$ cat src/rtl/icabu_pkg.sv
// Shared types, widths, tables and saturation helpers for the ICA block updater.
package icabu_pkg;

	localparam int DIMS        = 4;
	localparam int SAMPLE_BITS = 16;

	localparam int IDX_W    = $clog2(DIMS);
	localparam int CNT_W    = $clog2(DIMS + 1);
	localparam int ROW_BITS = 2;

	localparam int FRAC_BITS  = 12;
	localparam int L_SHIFT    = 16;
	localparam int W_SHIFT    = 24;
	localparam int DIAG_SHIFT = 24;

	localparam int LR_BITS = 16;
	localparam int BS_BITS = 8;
	localparam int G_BITS  = 40;
	localparam int Y_BITS  = 13;

	// lane operand widths: A carries W, y, G+bI or L; B carries x, lambda or W
	localparam int A_BITS = G_BITS + 1;
	localparam int B_BITS = ((SAMPLE_BITS > 16) ? SAMPLE_BITS : 16) + 1;
	localparam int P_BITS = A_BITS + B_BITS;
	localparam int S_BITS = P_BITS + $clog2(DIMS);
	localparam int SUM_W  = S_BITS + 1;
	localparam int NL_W   = (SAMPLE_BITS > 16) ? SAMPLE_BITS : 16;

	localparam logic [LR_BITS-1:0] LR_RESET = LR_BITS'(66);
	localparam logic [BS_BITS-1:0] BS_RESET = BS_BITS'(16);

	localparam logic signed [SAMPLE_BITS-1:0] ONE_Q = SAMPLE_BITS'(64'd1 << FRAC_BITS);

	localparam logic signed [SUM_W-1:0] SMAX_X = SUM_W'((64'd1 << (SAMPLE_BITS - 1)) - 64'd1);
	localparam logic signed [SUM_W-1:0] SMIN_X = ~SMAX_X;
	localparam logic signed [P_BITS:0]  GMAX_X = (P_BITS + 1)'((64'd1 << (G_BITS - 1)) - 64'd1);
	localparam logic signed [P_BITS:0]  GMIN_X = ~GMAX_X;

	// configuration register indexes
	localparam logic REG_LEARN_RATE = 1'b0;
	localparam logic REG_BLOCK_SIZE = 1'b1;

	// result kinds
	localparam logic KIND_ROW    = 1'b0;
	localparam logic KIND_SOURCE = 1'b1;

	localparam logic ACT_TRAIN = 1'b0;
	localparam logic ACT_UNMIX = 1'b1;

	typedef struct packed {
		logic                          action;
		logic signed [SAMPLE_BITS-1:0] sample_0;
		logic signed [SAMPLE_BITS-1:0] sample_1;
		logic signed [SAMPLE_BITS-1:0] sample_2;
		logic signed [SAMPLE_BITS-1:0] sample_3;
	} in_word_t;

	typedef struct packed {
		logic                          kind;
		logic [ROW_BITS-1:0]           row_index;
		logic signed [SAMPLE_BITS-1:0] value_0;
		logic signed [SAMPLE_BITS-1:0] value_1;
		logic signed [SAMPLE_BITS-1:0] value_2;
		logic signed [SAMPLE_BITS-1:0] value_3;
		logic                          last;
	} out_word_t;

	// tanh(k/4) in Q0.12
	function automatic logic [11:0] tanh_q(input logic [4:0] k);
		logic [11:0] t;
		unique case (k)
			5'd0:    t = 12'd0;
			5'd1:    t = 12'd1003;
			5'd2:    t = 12'd1893;
			5'd3:    t = 12'd2602;
			5'd4:    t = 12'd3119;
			5'd5:    t = 12'd3475;
			5'd6:    t = 12'd3707;
			5'd7:    t = 12'd3856;
			5'd8:    t = 12'd3949;
			5'd9:    t = 12'd4006;
			5'd10:   t = 12'd4041;
			5'd11:   t = 12'd4062;
			5'd12:   t = 12'd4076;
			5'd13:   t = 12'd4084;
			5'd14:   t = 12'd4089;
			5'd15:   t = 12'd4091;
			5'd16:   t = 12'd4093;
			default: t = 12'd0;
		endcase
		return t;
	endfunction

	function automatic logic signed [SAMPLE_BITS-1:0] sat_sample(
		input logic signed [SUM_W-1:0] v);
		logic signed [SUM_W-1:0] r;
		if (v > SMAX_X)
			r = SMAX_X;
		else if (v < SMIN_X)
			r = SMIN_X;
		else
			r = v;
		return SAMPLE_BITS'(r);
	endfunction

	function automatic logic signed [G_BITS-1:0] sat_grad(input logic signed [P_BITS:0] v);
		logic signed [P_BITS:0] r;
		if (v > GMAX_X)
			r = GMAX_X;
		else if (v < GMIN_X)
			r = GMIN_X;
		else
			r = v;
		return G_BITS'(r);
	endfunction

endpackage

$ cat src/rtl/icabu_nonlin.sv
// y = -tanh(u/2) by table lookup with linear interpolation.
module icabu_nonlin (
	input  logic signed [icabu_pkg::SAMPLE_BITS-1:0] u,
	output logic signed [icabu_pkg::Y_BITS-1:0]      y
);
	import icabu_pkg::*;

	logic signed [SAMPLE_BITS:0] ue;
	logic [SAMPLE_BITS:0]        abs_v;
	logic [NL_W:0]               a;
	logic [NL_W-11:0]            idx;
	logic [3:0]                  k;
	logic [10:0]                 f;
	logic [11:0]                 t0, t1, diff, mag;
	logic [22:0]                 slope;

	assign ue    = (SAMPLE_BITS + 1)'(u);
	assign abs_v = (u < 0) ? (SAMPLE_BITS + 1)'(-ue) : (SAMPLE_BITS + 1)'(ue);
	assign a     = (NL_W + 1)'(abs_v);
	assign idx   = a[NL_W:11];
	assign k     = idx[3:0];
	assign f     = a[10:0];
	assign t0    = tanh_q({1'b0, k});
	assign t1    = tanh_q({1'b0, k} + 5'd1);
	assign diff  = t1 - t0;
	assign slope = 23'(diff) * 23'(f);
	assign mag   = (idx >= (NL_W - 10)'(16)) ? tanh_q(5'd16) : t0 + slope[22:11];
	assign y     = (u >= 0) ? -$signed({1'b0, mag}) : $signed({1'b0, mag});

endmodule

$ cat config.mk
export PLATFORM = sky130hd
export DESIGN_NAME = icabu_nonlin
export DESIGN_NICKNAME = d
export VERILOG_FILES = /design/src/rtl/icabu_pkg.sv /design/src/rtl/icabu_nonlin.sv
export SDC_FILE = /design/constraint.sdc
export NUM_CORES = 1
export LEC_CHECK = 0
export ABC_AREA = 1
export ABC_CLOCK_PERIOD_IN_PS = 25500
export BUFFER_PORTS_ARGS = -buffer_cell sky130_fd_sc_hd__buf_2
export CORE_MARGIN = 5
export CORE_UTILIZATION = 60
export DETAILED_ROUTE_END_ITERATION = 6
export GPL_TIMING_DRIVEN = 1
export PLACE_DENSITY = 0.8
export SYNTH_ARGS = -nofsm -noshare
export SYNTH_HDL_FRONTEND = slang
export SYNTH_SLANG_ARGS = --single-unit
$ cat constraint.sdc
create_clock -name vclk -period 25.5
set_input_delay 7.65 -clock vclk [all_inputs]
set_output_delay 7.65 -clock vclk [all_outputs]
set_load 0.01 [all_outputs]
==> flow_summary.json <==
{
  "crit_type": "in -> out",
  "yosysTopAreaCellShare_pct": 26.7,
  "fp.dieArea_mm2": 0.0135,
  "vias_per_cell": 5.42,
  "cp.required_ns": 17.85,
  "worstSetupStartpointType": "input pin",
  "synth_top_cells_by_count": "inv_1, nand2_1, nor2_1",
  "place.detailed.hpwl_um": 14800,
  "syn_area_mm2": 0.00674,
  "end_kind": "primary output",
  "synth_nets": 1207,
  "port_buffers": 29,
  "finalHoldViolCount": 0,
  "synth_cells": 1009,
  "start_util_pct": 61.6,
  "regArea_um2": 0,
  "avgSynthCellArea_um2": 6.68,
  "synth_area_leader_cell": "fa_1",
  "num_antenna_cells": 0,
  "critPathMaxStageDelay_ns": 0.55,
  "yosysSeqAreaShare_pct": 0,
  "tightest_slew_ns": 1.11,
  "grt_remaining_overflow": 0,
  "wl_per_cell_um": 14.5,
  "grt_usage_pct": 26.1,
  "outcome": "finished clean",
  "route.antenna.remaining_nets": 0,
  "design_area_mm2": 0.00739,
  "drive_gt1_share_pct": 14.7,
  "grt_pass1_wl_um": 28800,
  "fin_crit_ns": 25.02,
  "hold_class": "in -> out",
  "yosys-top-cells-area": "fa_1, ha_1, inv_1, nand2_1, nor2_1",
  "antenna_found_initial": 0,
  "hp-start": "u[15]",
  "crit_fanout": 10,
  "cap_violations": 0,
  "io_pins": 29,
  "die_y_um": 116,
  "finalSetupViolations": 0,
  "first_pass_iters": 5,
  "max-slew-margin-rel_pct": 25.6,
  "maxSlewViolCount": 0,
  "crit_start": "u[0]",
  "area_delta_synth_final_pct": 9.65,
  "critPathArrivalTime_ns": 17.37,
  "synth_cell_types": 43,
  "routed_wl_um": 17300,
  "dieWidth_um": 116,
  "seq_cell_count": 0,
  "slowest_stage": "fa_1",
  "fmax_ghz": 0.0400,
  "place_area_mm2": 0.00710,
  "final_nets": 1251,
  "n_clock_buffer": 0,
  "synth_most_common_cell": "inv_1",
  "finalCritPeriodShare_pct": 98.1,
  "drc": 0,
  "rows": 38,
  "holdWs_ns": 15.85,
  "place.gp.congestion": 0.983,
  "vias": 6452,
  "grt_start_max_net_pins": 26,
  "drt_iter0_markers": 392,
  "core-area_mm2": 0.0109,
  "grt_pass1_vias": 6260,
  "yosysWarnings": 0,
  "path_common_cell": "nand2_1"
}
[per-layer routing]
metal,GRT usage [%],routed length (um),up-vias
li1,-,-,3209
met1,35.9,7540,2963
met2,43.8,7870,234
met3,3.86,1350,46
met4,5.57,505,0
met5,0,0,-
[metrics by stage]
step,setup WS (ns),TNS (ns),util [%],cells
CTS,0.0157,0,64.9,1180
global placement,0.104,0,64.9,1180
floorplan,1.01,0,-,1009
finish,0.477,0,67.6,1191
global route,-0.193,-0.779,67.6,1191
detailed placement,0.00760,0,64.9,1180
[layout by cell type (no fill, tap or decap), types with 3 or more instances in the layout]
cell type | Yosys | final
nor3_2 | 0 | 4
xnor2_1 | 8 | 6
a21oi_1 | 48 | 39
nand3_2 | 3 | 3
nor3_1 | 11 | 7
or2_2 | 13 | 13
o21ai_1 | 3 | 7
nand2_4 | 6 | 6
inv_1 | 212 | 207
clkinv_1 | 3 | 3
a21o_1 | 3 | 3
nor2_1 | 118 | 113
inv_2 | 6 | 10
nor2_2 | 9 | 14
buf_4 | 1 | 24
nand4_1 | 8 | 8
ha_4 | 0 | 4
a31oi_1 | 4 | 4
o21ai_0 | 45 | 35
fa_1 | 90 | 89
nand3_1 | 47 | 47
buf_2 | 2 | 28
xor2_1 | 23 | 23
nand2_1 | 211 | 208
a21oi_2 | 0 | 8
nand2_2 | 9 | 12
o22ai_1 | 4 | 4
ha_1 | 92 | 84
o21ai_2 | 1 | 7
ha_2 | 0 | 4
[final cells by class]
| cell class | count | area (um^2) |
|---|---|---|
| Fill cell | 1010 | 3550 |
| Inverter | 222 | 842 |
| Tap cell | 140 | 175 |
| Timing Repair Buffer | 54 | 339 |
| Multi-Input combinational cell | 775 | 6030 |
[worst max-delay path: cells and delay by family]
kind	cells	cell delay (ns)
simple gates	26	2.98
compound gates	10	1.17
fa+ha+maj	11	4.15
buf+inv	11	1.05
xor+xnor	2	0.32
[worst paths after layout]
| path | cells past startpoint | slack (ns) | endpoint |
|---|---|---|---|
| setup / recovery | 60 | 0.48 | y[11] |
| hold / removal | 3 | 15.85 | y[12] |
[timing repair]
item	CTS	global route
setup endpoints to repair	1	9
pin swaps	0	18
buffers inserted	0	11
hold endpoints to repair	0	0
hold buffers	0	0
gates resized for setup	1	61
[kinds of logic after synthesis]
family                     synth area share, %
buffers and inverters                     13.4
adders and majority gates                 43.8
AOI/OAI and AO/OA                         9.49
xor gates and xnor gates                  4.03
and+or+nand+nor                           29.3
Power is not shown: default switching activity piles up to over one toggle a cycle in this logic, so the estimate is an artifact.
