**src/rtl/icabu_pkg.sv**
```systemverilog
// Shared types, widths, tables and saturation helpers for the ICA block updater.
package icabu_pkg;

	localparam int DIMS        = 4;
	localparam int SAMPLE_BITS = 16;

	localparam int IDX_W    = $clog2(DIMS);
	localparam int CNT_W    = $clog2(DIMS + 1);
	localparam int ROW_BITS = 2;

	localparam int FRAC_BITS  = 12;
	localparam int L_SHIFT    = 16;
	localparam int W_SHIFT    = 24;
	localparam int DIAG_SHIFT = 24;

	localparam int LR_BITS = 16;
	localparam int BS_BITS = 8;
	localparam int G_BITS  = 40;
	localparam int Y_BITS  = 13;

	// lane operand widths: A carries W, y, G+bI or L; B carries x, lambda or W
	localparam int A_BITS = G_BITS + 1;
	localparam int B_BITS = ((SAMPLE_BITS > 16) ? SAMPLE_BITS : 16) + 1;
	localparam int P_BITS = A_BITS + B_BITS;
	localparam int S_BITS = P_BITS + $clog2(DIMS);
	localparam int SUM_W  = S_BITS + 1;
	localparam int NL_W   = (SAMPLE_BITS > 16) ? SAMPLE_BITS : 16;

	localparam logic [LR_BITS-1:0] LR_RESET = LR_BITS'(66);
	localparam logic [BS_BITS-1:0] BS_RESET = BS_BITS'(16);

	localparam logic signed [SAMPLE_BITS-1:0] ONE_Q = SAMPLE_BITS'(64'd1 << FRAC_BITS);

	localparam logic signed [SUM_W-1:0] SMAX_X = SUM_W'((64'd1 << (SAMPLE_BITS - 1)) - 64'd1);
	localparam logic signed [SUM_W-1:0] SMIN_X = ~SMAX_X;
	localparam logic signed [P_BITS:0]  GMAX_X = (P_BITS + 1)'((64'd1 << (G_BITS - 1)) - 64'd1);
	localparam logic signed [P_BITS:0]  GMIN_X = ~GMAX_X;

	// configuration register indexes
	localparam logic REG_LEARN_RATE = 1'b0;
	localparam logic REG_BLOCK_SIZE = 1'b1;

	// result kinds
	localparam logic KIND_ROW    = 1'b0;
	localparam logic KIND_SOURCE = 1'b1;

	localparam logic ACT_TRAIN = 1'b0;
	localparam logic ACT_UNMIX = 1'b1;

	typedef struct packed {
		logic                          action;
		logic signed [SAMPLE_BITS-1:0] sample_0;
		logic signed [SAMPLE_BITS-1:0] sample_1;
		logic signed [SAMPLE_BITS-1:0] sample_2;
		logic signed [SAMPLE_BITS-1:0] sample_3;
	} in_word_t;

	typedef struct packed {
		logic                          kind;
		logic [ROW_BITS-1:0]           row_index;
		logic signed [SAMPLE_BITS-1:0] value_0;
		logic signed [SAMPLE_BITS-1:0] value_1;
		logic signed [SAMPLE_BITS-1:0] value_2;
		logic signed [SAMPLE_BITS-1:0] value_3;
		logic                          last;
	} out_word_t;

	// tanh(k/4) in Q0.12
	function automatic logic [11:0] tanh_q(input logic [4:0] k);
		logic [11:0] t;
		unique case (k)
			5'd0:    t = 12'd0;
			5'd1:    t = 12'd1003;
			5'd2:    t = 12'd1893;
			5'd3:    t = 12'd2602;
			5'd4:    t = 12'd3119;
			5'd5:    t = 12'd3475;
			5'd6:    t = 12'd3707;
			5'd7:    t = 12'd3856;
			5'd8:    t = 12'd3949;
			5'd9:    t = 12'd4006;
			5'd10:   t = 12'd4041;
			5'd11:   t = 12'd4062;
			5'd12:   t = 12'd4076;
			5'd13:   t = 12'd4084;
			5'd14:   t = 12'd4089;
			5'd15:   t = 12'd4091;
			5'd16:   t = 12'd4093;
			default: t = 12'd0;
		endcase
		return t;
	endfunction

	function automatic logic signed [SAMPLE_BITS-1:0] sat_sample(
		input logic signed [SUM_W-1:0] v);
		logic signed [SUM_W-1:0] r;
		if (v > SMAX_X)
			r = SMAX_X;
		else if (v < SMIN_X)
			r = SMIN_X;
		else
			r = v;
		return SAMPLE_BITS'(r);
	endfunction

	function automatic logic signed [G_BITS-1:0] sat_grad(input logic signed [P_BITS:0] v);
		logic signed [P_BITS:0] r;
		if (v > GMAX_X)
			r = GMAX_X;
		else if (v < GMIN_X)
			r = GMIN_X;
		else
			r = v;
		return G_BITS'(r);
	endfunction

endpackage

```
**src/rtl/icabu_lane.sv**
```systemverilog
// One multiply lane: registered signed product of two operands.
module icabu_lane (
	input  logic                                  clk,
	input  logic signed [icabu_pkg::A_BITS-1:0]   a,
	input  logic signed [icabu_pkg::B_BITS-1:0]   b,
	output logic signed [icabu_pkg::P_BITS-1:0]   prod_s1
);
	import icabu_pkg::*;

	always_ff @(posedge clk) begin
		prod_s1 <= P_BITS'(a) * P_BITS'(b);
	end

endmodule

```
**config.mk**
```make
export PLATFORM = sky130hd
export DESIGN_NAME = icabu_lane
export DESIGN_NICKNAME = d
export VERILOG_FILES = /design/src/rtl/icabu_pkg.sv /design/src/rtl/icabu_lane.sv
export SDC_FILE = /design/constraint.sdc
export NUM_CORES = 2
export LEC_CHECK = 0
export BUFFER_PORTS_ARGS = -buffer_cell sky130_fd_sc_hd__buf_2
export CAP_MARGIN = 10
export CORE_ASPECT_RATIO = 1.1
export CORE_MARGIN = 10
export CORE_UTILIZATION = 60
export DETAILED_ROUTE_END_ITERATION = 16
export PLACE_DENSITY = 0.85
export SLEW_MARGIN = 20
export SYNTH_ARGS = -nofsm -noshare
export SYNTH_HDL_FRONTEND = slang
export SYNTH_SLANG_ARGS = --single-unit
```
**constraint.sdc**
```tcl
create_clock -name clk -period 6.95 [get_ports clk]
set_input_delay 0.3475 -clock clk [delete_from_list [all_inputs] [get_ports clk]]
set_output_delay 0.3475 -clock clk [all_outputs]
set_load 0.05 [all_outputs]
```
==> metrics.cfg <==
[status]
status=finished, final reports clean

[drt]
drt-initial-drc-count=1337
dr.pass1.iters=8
wl_um=68490
vias=19207
routedWlPerCell_um=20.03
viasPerCell=5.616
drcViolationCount=0
ant_nets=0

[sta]
finalMaxSlewViolations=0
fin_crit_sh_pct=95.45
hold_viol=0
min_period_ps=6634
whs_ps=404.8
slew_headroom_pct=44.95
max_freq_ghz=0.1508
rsz0062_at_grt=false
worstMarginPinSlew_ps=825.8
finalSetupViolations=0
setup_ws_ps=316.5

[floorplan]
fp.dieH_um=233.2
die_w_um=213.8
ios=117
start_util_pct=60.35
coreArea_sq_um=41090
die_area_sq_um=49870
placementRows=78

[clocking]
root_buffer=clkbuf_16
post_cts_buffers=0
cts_max_path_buffers=2
htreeDepth=3
cts.sinks=58
clk_pin_slew_ps=50
numCtsBuffers=9
cts_tree=done

[min_path]
min_path_type=in2reg

[layout]
syn_to_final_growth_pct=7.851
largest_reg_flops=58
final_cell_area_sq_um=26740
top_regs=prod_s1 (58)
final_nets=3702
regMostFlops=prod_s1
drive_above_1_share_pct=8.607

[critical_path]
cp.required_ps=7250
critPathKind=in2reg
start_kind=input pin
critPathMaxFanout=26
worstPathArrival_ps=6930
endpoint_kind=flop

[grt]
grt_pass1_vias=22217
overflow=0
grt_usage_pct=29.39
grt_max_degree=42
grt_first_pass_wirelength_um=112700
antenna_found_initial=4

[yosys]
netlist_area_sq_um=24800
syn_avg_cell_area_sq_um=8.984
synth.distinct_cells=62
yosysSeqAreaShare_pct=4.683
synth_cells=2760
synth-edff-count=0
synth-async-reset-ratio_pct=0
synthFlopType=dfxtp_1
synth_fp_nets=3608
ys.warnings.count=0
ys_ff_latch=58

[placement]
gp_congestion=0.9774
place_area_sq_um=26430
dpl_worst_slack_ps=-88.89
portBuffers=116
dp_hpwl_um=55390

[run]
maxCapViolCount=0

## critical path: stages
cell      delay [ps]
buf_2            550
buf_4            310
nand2_1          100
fa_1             540
inv_1             50
fa_1             520
inv_1             80
fa_1             500
inv_1             50
fa_1             490
fa_1             500
inv_1             60
fa_1             480
inv_1             50
ha_1             370
nand2_1          100
nor2_1           130
nand2_1          100
or3_1            350
a211oi_2         210
buf_4            190
or2_2            200
a21oi_1          130
o31ai_1          330
xnor2_1          180
## cells in the mapped netlist (all sizes together), types with 2 or more instances
library cell	instances	area, sq um
xor2	17	148.9
ha	133	1664
o311ai	3	26.28
nor3	10	55.05
o21ai	26	130.1
nand2b	11	68.82
clkbuf	118	446.7
nor2	67	254.0
o221ai	2	17.52
buf	12	78.82
inv	719	2699
o31ai	3	22.52
or2	3	18.77
nand3	15	75.07
mux2i	2	20.02
a31o	2	17.52
o2111ai	2	17.52
nor3b	2	15.01
a211o	2	17.52
a31oi	8	50.05
and3	3	18.77
xnor2	43	376.6
fa	656	13130
nand4	9	56.30
a211oi	11	97.60
a21o	21	157.7
and2	260	1627
a21oi	52	271.5
nor2b	8	50.05
nand2	443	1663
o21bai	9	67.56
dfxtp	58	1161
o211ai	3	22.52
nand4b	2	17.52
o21a	6	52.55
or3	5	32.53
## placed cells by master, fill, tap and decap left out, types with 4 or more instances in the layout
| cell | Yosys | layout |
|---|---|---|
| o21a_1 | 5 | 5 |
| buf_12 | 0 | 12 |
| buf_2 | 6 | 115 |
| fa_1 | 656 | 656 |
| xnor2_1 | 43 | 43 |
| a31oi_1 | 8 | 8 |
| inv_1 | 719 | 719 |
| o21ai_0 | 22 | 22 |
| nand2_1 | 443 | 443 |
| nor2_1 | 66 | 66 |
| buf_4 | 3 | 85 |
| clkbuf_16 | 0 | 9 |
| a21o_1 | 21 | 21 |
| or3_1 | 4 | 4 |
| ha_1 | 133 | 133 |
| and2_1 | 260 | 260 |
| nand4_1 | 9 | 9 |
| nand3_1 | 15 | 15 |
| o21ai_1 | 4 | 4 |
| o21bai_1 | 9 | 9 |
| nand2b_1 | 11 | 11 |
| xor2_1 | 17 | 17 |
| nor3_1 | 9 | 9 |
| dfxtp_1 | 58 | 58 |
| a21oi_1 | 49 | 49 |
| nor2b_1 | 8 | 8 |
| a211oi_1 | 8 | 8 |
## metal layers
layer / vias up / wire length (um) / track usage (%)
met5: - / 31 / 0
met4: 4 / 5406 / 20.93
met3: 334 / 6001 / 5.644
met2: 1062 / 34470 / 50.08
met1: 9735 / 22580 / 32.50
li1: 8072 / - / -
## area by class of cell
| cell class | count | area [sq um] |
|---|---|---|
| fillers | 3195 | 14340 |
| repair buffers | 213 | 1461 |
| clock buffers | 13 | 270.3 |
| flip-flops and latches | 58 | 1161 |
| inverters | 719 | 2699 |
| well taps | 560 | 700.7 |
| clock inverters | 2 | 35.03 |
| diodes | 2 | 5.005 |
| multi-input cells | 1853 | 20410 |
## through the flow
| step | TNS [ps] | util (%) | instances |
|---|---|---|---|
| 2_1_floorplan | 0 | - | 2760 |
| 3_3_place_gp | 0 | 64.33 | 3403 |
| 3_5_place_dp | -200.1 | 64.33 | 3403 |
| 4_1_cts | 0 | 65.07 | 3418 |
| 5_1_grt | 0 | 65.09 | 3420 |
| 6_report | 0 | 65.09 | 3420 |
## kinds of logic (layout without fill, tap and decap cells)
family	Yosys count	after routing	synth area share, %
simple gates	839	839	15.97
flops	58	58	4.683
other cells	0	2	0
buf+inv	849	947	13.00
fa+ha+maj	789	789	59.67
compound gates	162	162	4.410
xor+xnor	60	60	2.119
mux	3	3	0.1413
## worst paths after layout
path              from     endpoint  slack [ps]  cells after the start
setup / recovery  b[5]  prod_s1[57]         320                     25
hold / removal    a[0]   prod_s1[0]         400                      2
## timing repair
action / CTS / global route
resized for setup: 0 / 1
hold buffers: 0 / 0
setup endpoints to repair: 0 / 1
Power is not shown: default switching activity piles up to over one toggle a cycle in this logic, so the estimate is an artifact.
