==> src/rtl/icabu_pkg.sv <==
// Shared types, widths, tables and saturation helpers for the ICA block updater.
package icabu_pkg;

	localparam int DIMS        = 4;
	localparam int SAMPLE_BITS = 16;

	localparam int IDX_W    = $clog2(DIMS);
	localparam int CNT_W    = $clog2(DIMS + 1);
	localparam int ROW_BITS = 2;

	localparam int FRAC_BITS  = 12;
	localparam int L_SHIFT    = 16;
	localparam int W_SHIFT    = 24;
	localparam int DIAG_SHIFT = 24;

	localparam int LR_BITS = 16;
	localparam int BS_BITS = 8;
	localparam int G_BITS  = 40;
	localparam int Y_BITS  = 13;

	// lane operand widths: A carries W, y, G+bI or L; B carries x, lambda or W
	localparam int A_BITS = G_BITS + 1;
	localparam int B_BITS = ((SAMPLE_BITS > 16) ? SAMPLE_BITS : 16) + 1;
	localparam int P_BITS = A_BITS + B_BITS;
	localparam int S_BITS = P_BITS + $clog2(DIMS);
	localparam int SUM_W  = S_BITS + 1;
	localparam int NL_W   = (SAMPLE_BITS > 16) ? SAMPLE_BITS : 16;

	localparam logic [LR_BITS-1:0] LR_RESET = LR_BITS'(66);
	localparam logic [BS_BITS-1:0] BS_RESET = BS_BITS'(16);

	localparam logic signed [SAMPLE_BITS-1:0] ONE_Q = SAMPLE_BITS'(64'd1 << FRAC_BITS);

	localparam logic signed [SUM_W-1:0] SMAX_X = SUM_W'((64'd1 << (SAMPLE_BITS - 1)) - 64'd1);
	localparam logic signed [SUM_W-1:0] SMIN_X = ~SMAX_X;
	localparam logic signed [P_BITS:0]  GMAX_X = (P_BITS + 1)'((64'd1 << (G_BITS - 1)) - 64'd1);
	localparam logic signed [P_BITS:0]  GMIN_X = ~GMAX_X;

	// configuration register indexes
	localparam logic REG_LEARN_RATE = 1'b0;
	localparam logic REG_BLOCK_SIZE = 1'b1;

	// result kinds
	localparam logic KIND_ROW    = 1'b0;
	localparam logic KIND_SOURCE = 1'b1;

	localparam logic ACT_TRAIN = 1'b0;
	localparam logic ACT_UNMIX = 1'b1;

	typedef struct packed {
		logic                          action;
		logic signed [SAMPLE_BITS-1:0] sample_0;
		logic signed [SAMPLE_BITS-1:0] sample_1;
		logic signed [SAMPLE_BITS-1:0] sample_2;
		logic signed [SAMPLE_BITS-1:0] sample_3;
	} in_word_t;

	typedef struct packed {
		logic                          kind;
		logic [ROW_BITS-1:0]           row_index;
		logic signed [SAMPLE_BITS-1:0] value_0;
		logic signed [SAMPLE_BITS-1:0] value_1;
		logic signed [SAMPLE_BITS-1:0] value_2;
		logic signed [SAMPLE_BITS-1:0] value_3;
		logic                          last;
	} out_word_t;

	// tanh(k/4) in Q0.12
	function automatic logic [11:0] tanh_q(input logic [4:0] k);
		logic [11:0] t;
		unique case (k)
			5'd0:    t = 12'd0;
			5'd1:    t = 12'd1003;
			5'd2:    t = 12'd1893;
			5'd3:    t = 12'd2602;
			5'd4:    t = 12'd3119;
			5'd5:    t = 12'd3475;
			5'd6:    t = 12'd3707;
			5'd7:    t = 12'd3856;
			5'd8:    t = 12'd3949;
			5'd9:    t = 12'd4006;
			5'd10:   t = 12'd4041;
			5'd11:   t = 12'd4062;
			5'd12:   t = 12'd4076;
			5'd13:   t = 12'd4084;
			5'd14:   t = 12'd4089;
			5'd15:   t = 12'd4091;
			5'd16:   t = 12'd4093;
			default: t = 12'd0;
		endcase
		return t;
	endfunction

	function automatic logic signed [SAMPLE_BITS-1:0] sat_sample(
		input logic signed [SUM_W-1:0] v);
		logic signed [SUM_W-1:0] r;
		if (v > SMAX_X)
			r = SMAX_X;
		else if (v < SMIN_X)
			r = SMIN_X;
		else
			r = v;
		return SAMPLE_BITS'(r);
	endfunction

	function automatic logic signed [G_BITS-1:0] sat_grad(input logic signed [P_BITS:0] v);
		logic signed [P_BITS:0] r;
		if (v > GMAX_X)
			r = GMAX_X;
		else if (v < GMIN_X)
			r = GMIN_X;
		else
			r = v;
		return G_BITS'(r);
	endfunction

endpackage

==> src/rtl/icabu_merge.sv <==
// Adder tree that merges the lane products into one dot-product sum.
module icabu_merge (
	input  logic signed [icabu_pkg::P_BITS-1:0] prod [icabu_pkg::DIMS],
	output logic signed [icabu_pkg::S_BITS-1:0] sum
);
	import icabu_pkg::*;

	always_comb begin
		logic signed [S_BITS-1:0] acc;
		acc = '0;
		for (int k = 0; k < DIMS; k++)
			acc = acc + S_BITS'(prod[k]);
		sum = acc;
	end

endmodule

==> config.mk <==
export PLATFORM = sky130hd
export DESIGN_NAME = icabu_merge
export DESIGN_NICKNAME = d
export VERILOG_FILES = /design/src/rtl/icabu_pkg.sv /design/src/rtl/icabu_merge.sv
export SDC_FILE = /design/constraint.sdc
export NUM_CORES = 1
export LEC_CHECK = 0
export BUFFER_PORTS_ARGS = -buffer_cell sky130_fd_sc_hd__buf_2
export CORE_MARGIN = 3
export CORE_UTILIZATION = 52
export DETAILED_ROUTE_END_ITERATION = 7
export GPL_ROUTABILITY_DRIVEN = 0
export PLACE_DENSITY_LB_ADDON = 0.1
export RECOVER_POWER = 50
export SETUP_SLACK_MARGIN = 0.4
export SKIP_LAST_GASP = 1
export SYNTH_ARGS = -nofsm -noshare
export SYNTH_HDL_FRONTEND = slang
export SYNTH_SLANG_ARGS = --single-unit
==> constraint.sdc <==
create_clock -name vclk -period 8.91
set_clock_uncertainty 0.15 [all_clocks]
set_input_delay 2.673 -clock vclk [all_inputs]
set_output_delay 2.673 -clock vclk [all_outputs]
set_load 0.01 [all_outputs]
==> flow_metrics.env, run 1 <==
export IMPL_status="complete, but fails checks"
export IMPL_layoutNonFillerInstCount=1495
export IMPL_grt_overflow_total=0
export IMPL_finalSetupViolCount=16
export IMPL_stdcell_area_mm2=0.0101
export IMPL_final_cell_mix="inv_1, buf_2, fa_1"
export IMPL_setup_worst_path_start_class="primary input"
export IMPL_diodes=0
export IMPL_critical_path_arrival_ns=6.27
export IMPL_crit_type="in -> out"
export IMPL_slowest_stage="fa_1"
export IMPL_die_area_mm2=0.0149
export IMPL_timing_hold_ws_ns=5.55
export IMPL_use_met1=0.318
export IMPL_die_height_um=122
export IMPL_placedInstanceArea_mm2=0.00924
export IMPL_wirelength_mm=20.5
export IMPL_slowest_delay_ns=0.51
export IMPL_grt_busiest_layer="met2"
export IMPL_seqCellArea_um2=0
export IMPL_fin_tns_setup_ns=-1.20
export IMPL_rsz0062_at_grt="yes"
export IMPL_crit_fanout=3
export IMPL_worst_path_stages=17
export IMPL_path_common_cell="fa_1"
export IMPL_crit_path_end_kind="output port"
export IMPL_max_slew_margin=0.691
export IMPL_finalWorstSetupSlack_ns=-0.180
export IMPL_viasPerCell=5.04
export IMPL_syn_inst=953
export IMPL_antenna_found_initial=0
export IMPL_cp_top_family="adder cells"
export IMPL_maxCapViolations=0
export IMPL_finalHoldViolations=0
export IMPL_grt_pass1_vias=7679
export IMPL_layout_commonest_cell="inv_1"
export IMPL_cp_required_ns=6.09
export IMPL_fin_crit_sh=1.02
export IMPL_endpoint="sum[45]"
export IMPL_drt_pass1_iterations=5
export IMPL_drc=0
export IMPL_initial_core_util=0.543
export IMPL_drt_iter0_drc=310
export IMPL_die_x_um=122
export IMPL_rows=41
export IMPL_use_met3=0.0320
export IMPL_num_vias=7530
export IMPL_grt_total_usage=0.262
export IMPL_synth_area_mm2=0.00702
export IMPL_core_area_mm2=0.0129
export IMPL_power_density_mw_per_mm2=230
export IMPL_worst_pin_slew_ns=0.459
export IMPL_n_sequential_cell=0
export IMPL_fin_nets=1733
export IMPL_synthToLayoutAreaGrowth_pct=43.7
export IMPL_place_port_buffers=292
export IMPL_maxSlewViolCount=0
export IMPL_crit_start="prod[1]"
export IMPL_critPathBufInv=4
export IMPL_yosys_cell_types_count=52
export IMPL_antenna_left=0
export IMPL_yosysWarnings=0
export IMPL_placedCellCount=1473
export IMPL_pin_count=292
export IMPL_max_freq_mhz=110
export IMPL_worst_hold_path_type="in -> out"
export IMPL_leakagePower_uw=0.00580
export IMPL_drive_gt1_frac=0.361
export IMPL_grt_max_degree=9
export IMPL_ys_seq_area_frac=0
export IMPL_path_cells="buf_6 -> fa_1 -> fa_1 -> ha_2 -> inv_2 -> fa_2 -> nor2b_4 -> o2111ai_2 -> a21oi_2 -> buf_4 -> o21ai_2 -> o211ai_1 -> a41oi_2 -> o21bai_1 -> a21oi_1 -> xnor2_1 -> buf_2"
export IMPL_use_met2=0.506
export IMPL_violations="negative setup slack"
export IMPL_wire_per_inst_um=13.7
export IMPL_syn_num_nets=1361
export IMPL_dpl_worst_slack_ns=-0.274
export IMPL_peakVddDrop_mv=0.201
export IMPL_fin_crit_ns=9.09
export IMPL_place_hpwl_mm=17.1
export IMPL_clock_buffers=0
export IMPL_syn_mean_instance_area_um2=7.36
export IMPL_grt_first_pass_wirelength_mm=32.9
export IMPL_cts_hold_fix_buffers=0
final cells by class:
type | instances | area (um2)
fill | 999 | 2840
multi-input combinational | 594 | 6310
timing repair buffer | 390 | 2290
tap | 172 | 215
inverter | 339 | 1270
worst min path at each step:
stage	from	to	slack (ns)	depth (start not counted)
after floorplan	prod[174]	sum[0]	5.35	1
after global placement	prod[174]	sum[0]	5.50	3
after detailed placement	prod[174]	sum[0]	5.51	3
after CTS	prod[174]	sum[0]	5.51	3
after global routing	prod[174]	sum[0]	5.59	3
final	prod[174]	sum[0]	5.55	3
logic make-up after synthesis:
| group | after synthesis | synth area share |
|---|---|---|
| AO/OA/AOI/OAI | 209 | 0.194 |
| XOR/XNOR | 54 | 0.0674 |
| adder cells (fa/ha/maj) | 176 | 0.439 |
| buffers and inverters | 359 | 0.193 |
| AND/OR/NAND/NOR | 155 | 0.107 |
synth_stat cells, types with 3 or more instances:
cell type	instances	area [um2]
clkbuf_1	19	71.3
o21a_1	8	60.1
nand2_1	47	176
a21o_1	30	225
a211oi_1	5	37.5
a31oi_1	12	75.1
a21oi_1	69	345
nand4_1	20	125
fa_1	117	2340
o31ai_1	6	45.0
nand3_1	9	45.0
nor3_1	12	60.1
o211a_1	3	30.0
nor2b_1	9	56.3
inv_1	339	1270
and3_1	5	31.3
nand2b_1	4	25.0
o211ai_1	6	45.0
xnor2_1	32	280
nor2_1	36	135
or3_1	3	18.8
o21bai_1	14	105
xor2_1	22	193
ha_1	59	738
o21ai_0	32	160
and2_1	3	18.8
metrics by stage:
| stage | total power, uW | utilization |
|---|---|---|
| final | 2320 | 0.780 |
| after global routing | 2530 | 0.780 |
| after CTS | 2150 | 0.757 |
| after detailed placement | 1970 | 0.715 |
| after global placement | 1950 | 0.715 |
| after floorplan | 1230 | - |
per-layer routing:
| metal | vias up | wire length, um |
|---|---|---|
| met1 | 3548 | 7940 |
| met2 | 277 | 10800 |
| met4 | 0 | 280 |
| li1 | 3676 | - |
| met3 | 29 | 1450 |
| met5 | - | 0 |
repair_timing:
| item | in CTS | in global routing |
|---|---|---|
| endpoints found under the setup margin | 40 | 43 |
| buffers inserted | 13 | 9 |
| gates resized for setup | 85 | 50 |
| pin swaps | 58 | 32 |
where the power goes:
group / internal [uW] / total [uW] / switching (uW)
logic: 1080 / 2320 / 1240
registers: 0 / 0 / 0
clock network: 0 / 0 / 0
Power figures use the tool's default switching activity.
==> inputs of run 2 (changes only) <==
--- a/config.mk
+++ b/config.mk
@@ -6,6 +6,7 @@
 export NUM_CORES = 1
 export LEC_CHECK = 0
 export BUFFER_PORTS_ARGS = -buffer_cell sky130_fd_sc_hd__buf_2
+export CORE_ASPECT_RATIO = 0.5
 export CORE_MARGIN = 3
 export CORE_UTILIZATION = 52
 export DETAILED_ROUTE_END_ITERATION = 7
==> flow_metrics.env, run 2 (synthesized netlist as in run 1, its figures left out) <==
export IMPL_setup_worst_path_start_class="primary input"
export IMPL_power_density_mw_per_mm2=230
export IMPL_antenna_left=0
export IMPL_drt_iter0_drc=306
export IMPL_cp_required_ns=6.09
export IMPL_fin_crit_ns=9.15
export IMPL_max_freq_mhz=109
export IMPL_worst_pin_slew_ns=0.486
export IMPL_peakVddDrop_mv=0.161
export IMPL_wire_per_inst_um=13.9
export IMPL_post_route_util=0.804
export IMPL_hold_start="prod[174]"
export IMPL_status="complete, but fails checks"
export IMPL_placedInstanceArea_mm2=0.00918
export IMPL_die_x_um=170
export IMPL_finalSetupViolCount=17
export IMPL_wirelength_mm=20.8
export IMPL_seqCellArea_um2=0
export IMPL_n_sequential_cell=0
export IMPL_violations="negative setup slack"
export IMPL_antenna_found_initial=0
export IMPL_diodes=0
export IMPL_path_common_cell="fa_1"
export IMPL_initial_core_util=0.543
export IMPL_layoutNonFillerInstCount=1498
export IMPL_final_cell_mix="inv_1, buf_2, fa_1"
export IMPL_place_hpwl_mm=16.5
export IMPL_min_path_cells=3
export IMPL_place_port_buffers=292
export IMPL_fillers=912
export IMPL_crit_fanout=3
export IMPL_clock_buffers=0
export IMPL_maxSlewViolCount=0
export IMPL_leakagePower_uw=0.00589
export IMPL_grt_overflow_total=0
export IMPL_rows=29
export IMPL_layout_commonest_cell="inv_1"
export IMPL_critical_path_arrival_ns=6.33
export IMPL_maxCapViolations=0
export IMPL_multi_input_area_mm2=0.00652
export IMPL_die_height_um=88.1
export IMPL_grt_max_degree=9
export IMPL_core_area_mm2=0.0129
export IMPL_hold_end="sum[0]"
export IMPL_worst_hold_path_type="in -> out"
export IMPL_synthToLayoutAreaGrowth_pct=48.0
export IMPL_fin_tns_setup_ns=-1.87
export IMPL_grt_total_usage=0.241
export IMPL_stdcell_area_mm2=0.0104
export IMPL_placedCellCount=1463
export IMPL_pin_count=292
export IMPL_max_slew_margin=0.675
export IMPL_slowest_delay_ns=0.52
export IMPL_drive_gt1_frac=0.402
export IMPL_rsz0062_at_grt="yes"
export IMPL_slowest_stage="fa_1"
export IMPL_cts_hold_fix_buffers=0
export IMPL_finalHoldViolations=0
export IMPL_path_cells="buf_6 -> fa_1 -> fa_1 -> ha_2 -> inv_2 -> fa_2 -> nor2b_4 -> o2111ai_2 -> a21oi_2 -> nor3b_4 -> o31ai_4 -> a21o_4 -> a21boi_4 -> or3_1 -> a211oi_2 -> buf_2"
export IMPL_die_area_mm2=0.0150
export IMPL_crit_type="in -> out"
export IMPL_drt_pass1_iterations=5
export IMPL_crit_path_end_kind="output port"
export IMPL_fin_nets=1738
export IMPL_finalWorstSetupSlack_ns=-0.242
export IMPL_drc=0
export IMPL_fin_crit_sh=1.03
export IMPL_viasPerCell=5.09
export IMPL_grt_pass1_vias=7249
export IMPL_num_vias=7623
export IMPL_grt_first_pass_wirelength_mm=30.7
run 2: what timing repair did:
item / 4_1_cts / 5_1_grt
endpoints found under the setup margin: 42 / 45
pin swaps: 48 / 80
resized for setup: 71 / 133
buffers inserted: 15 / 20
cloned: 0 / 0
run 2: metrics by stage:
stage	hold slack [ns]	power, uW	worst slack [ns]
after floorplan	5.35	1230	0.156
after global placement	5.50	1910	-0.229
after detailed placement	5.51	1940	-0.235
after CTS	5.51	2090	-0.143
after global routing	5.58	2590	-0.354
final	5.54	2390	-0.242
run 2: cell type report:
class                           instances  area share
Timing Repair Buffer                  395       0.228
Tap cell                              170      0.0205
Multi-Input combinational cell        594       0.628
Inverter                              339       0.123
run 2: critical path, delay by kind of cell:
kind / cells / cell delay [ns]
AOI/OAI and AO/OA: 6 / 1.23
buffers and inverters: 3 / 0.30
adders and majority gates: 4 / 1.56
and+or+nand+nor: 3 / 0.56
run 2: how the worst max path moves through the flow:
stage	startpoint	to	slack, ns	cells past startpoint
global route	prod[67]	sum[57]	-0.35	16
floorplan	prod[1]	sum[57]	0.16	14
detailed placement	prod[1]	sum[57]	-0.24	16
CTS	prod[1]	sum[57]	-0.14	16
global placement	prod[16]	sum[47]	-0.23	17
finish	prod[1]	sum[57]	-0.24	16
run 2: power breakdown:
group	internal, uW	switching [uW]	leakage [uW]	total (uW)
combinational	1110	1280	0.00589	2390
sequential	0	0	0	0
clock	0	0	0	0
run 2: routing by layer:
metal,up-vias,wire length (um),GRT usage
met5,-,0,0
met4,0,419,0.0368
met3,39,1440,0.0289
met2,283,11000,0.473
met1,3621,7950,0.293
li1,3680,-,-
==> inputs of run 3 (changes only) <==
--- a/config.mk
+++ b/config.mk
@@ -11,6 +11,7 @@
 export CORE_UTILIZATION = 52
 export DETAILED_ROUTE_END_ITERATION = 7
 export GPL_ROUTABILITY_DRIVEN = 0
+export MAX_ROUTING_LAYER = met4
 export PLACE_DENSITY_LB_ADDON = 0.1
 export RECOVER_POWER = 50
 export SETUP_SLACK_MARGIN = 0.4
==> constraint.sdc (replaced) <==
create_clock -name vclk -period 8.91
set_clock_uncertainty 0.15 [all_clocks]
set_input_delay 2.673 -clock vclk [all_inputs]
set_output_delay 2.673 -clock vclk [all_outputs]
set_load 0.02 [all_outputs]
==> flow_metrics.env, run 3 (synthesized netlist as in run 1, its figures left out) <==
export IMPL_place_port_buffers=292
export IMPL_finalHoldViolations=0
export IMPL_maxSlewViolCount=0
export IMPL_grt_overflow_total=0
export IMPL_drive_gt1_frac=0.431
export IMPL_grt_first_pass_wirelength_mm=33.2
export IMPL_wire_per_inst_um=15.4
export IMPL_antenna_left=0
export IMPL_crit_start="prod[1]"
export IMPL_antenna_found_initial=1
export IMPL_cts_hold_fix_buffers=0
export IMPL_rows=29
export IMPL_critical_path_arrival_ns=6.35
export IMPL_final_cell_mix="inv_1, buf_2, buf_4"
export IMPL_dpl_worst_slack_ns=-0.355
export IMPL_peakVddDrop_mv=0.213
export IMPL_fin_crit_ns=9.17
export IMPL_power_density_mw_per_mm2=269
export IMPL_max_freq_mhz=109
export IMPL_status="complete, but fails checks"
export IMPL_crit_path_end_kind="output port"
export IMPL_pin_count=292
export IMPL_worst_pin_slew_ns=0.458
export IMPL_die_area_mm2=0.0150
export IMPL_hold_start="prod[174]"
export IMPL_seqCellArea_um2=0
export IMPL_place_hpwl_mm=17.6
export IMPL_core_area_mm2=0.0129
export IMPL_initial_core_util=0.543
export IMPL_drt_iter0_drc=378
export IMPL_clock_buffers=0
export IMPL_worst_hold_path_type="in -> out"
export IMPL_fin_nets=1759
export IMPL_die_height_um=88.1
export IMPL_crit_type="in -> out"
export IMPL_violations="negative setup slack"
export IMPL_wirelength_mm=23.4
export IMPL_synthToLayoutAreaGrowth_pct=56.2
export IMPL_layout_commonest_cell="inv_1"
export IMPL_grt_total_usage=0.272
export IMPL_rsz0062_at_grt="yes"
export IMPL_max_slew_margin=0.693
export IMPL_viasPerCell=5.30
export IMPL_finalSetupViolCount=18
export IMPL_finalWorstSetupSlack_ns=-0.264
export IMPL_cp_required_ns=6.09
export IMPL_leakagePower_uw=0.00613
export IMPL_drc=0
export IMPL_crit_fanout=3
export IMPL_fin_crit_sh=1.03
export IMPL_grt_max_degree=9
export IMPL_num_vias=8052
export IMPL_maxCapViolations=0
export IMPL_setup_worst_path_start_class="primary input"
export IMPL_die_x_um=170
export IMPL_n_sequential_cell=0
export IMPL_grt_pass1_vias=7701
export IMPL_drt_pass1_iterations=5
export IMPL_post_route_util=0.849
## run 3: cell types whose count changed in the layout (fill, tap and decap cells not counted), sizes merged
cell / delta
clkbuf: +9
buf: +12
diode: +1
## run 3: what timing repair did
action                                  CTS  global route
setup buffers                            11            23
endpoints found under the setup margin   43            46
resized for setup                       110           151
pin swaps                                58            99
## run 3: final cells by class
class,count,area (um2)
timing repair buffer,416,2680
antenna,1,2.50
inverter,339,1280
tap,170,213
multi-input combinational,594,6790
fill,774,1950
## run 3: power breakdown
part	leakage, uW	switching, uW	internal [uW]	total (uW)
registers	0	0	0	0
logic	0.00613	1590	1360	2950
clock network	0.00000000634	0	0.0000150	0.0000150
## run 3: final timing paths
kind       to  slack (ns)  cells after the start
max   sum[41]       -0.26                     17
min    sum[0]        5.64                      3
## run 3: metal layers
layer | GRT usage | share of wire | up-vias | wire (um)
met5 | - | 0 | - | 0
met3 | 0.0275 | 0.068 | 88 | 1590
li1 | - | - | 3723 | -
met4 | 0.0589 | 0.034 | 0 | 794
met1 | 0.307 | 0.36 | 3872 | 8400
met2 | 0.527 | 0.54 | 369 | 12700
## run 3: critical path, cell delays in order
cell,delay [ns]
buf_6,0.09
fa_1,0.50
fa_1,0.50
ha_1,0.18
inv_2,0.04
fa_2,0.35
nor2b_2,0.16
o2111ai_2,0.14
a21oi_2,0.27
buf_4,0.19
o21ai_2,0.05
o211ai_1,0.22
a41oi_2,0.27
o21bai_1,0.26
buf_4,0.16
xor2_2,0.16
buf_6,0.14
## run 3: metrics by stage
| step | power, uW | cell area, um2 | TNS, ns | hold slack, ns | instances |
|---|---|---|---|---|---|
| final | 2950 | 11000 | -2.89 | 5.64 | 1520 |
| after global routing | 3150 | 11000 | -5.48 | 5.65 | 1520 |
| after CTS | 2540 | 10100 | -1.82 | 5.54 | 1496 |
| after detailed placement | 2280 | 9550 | -4.29 | 5.54 | 1485 |
| after global placement | 2250 | 9550 | -3.23 | 5.54 | 1485 |
| after floorplan | 1520 | 7290 | 0 | 5.41 | 953 |
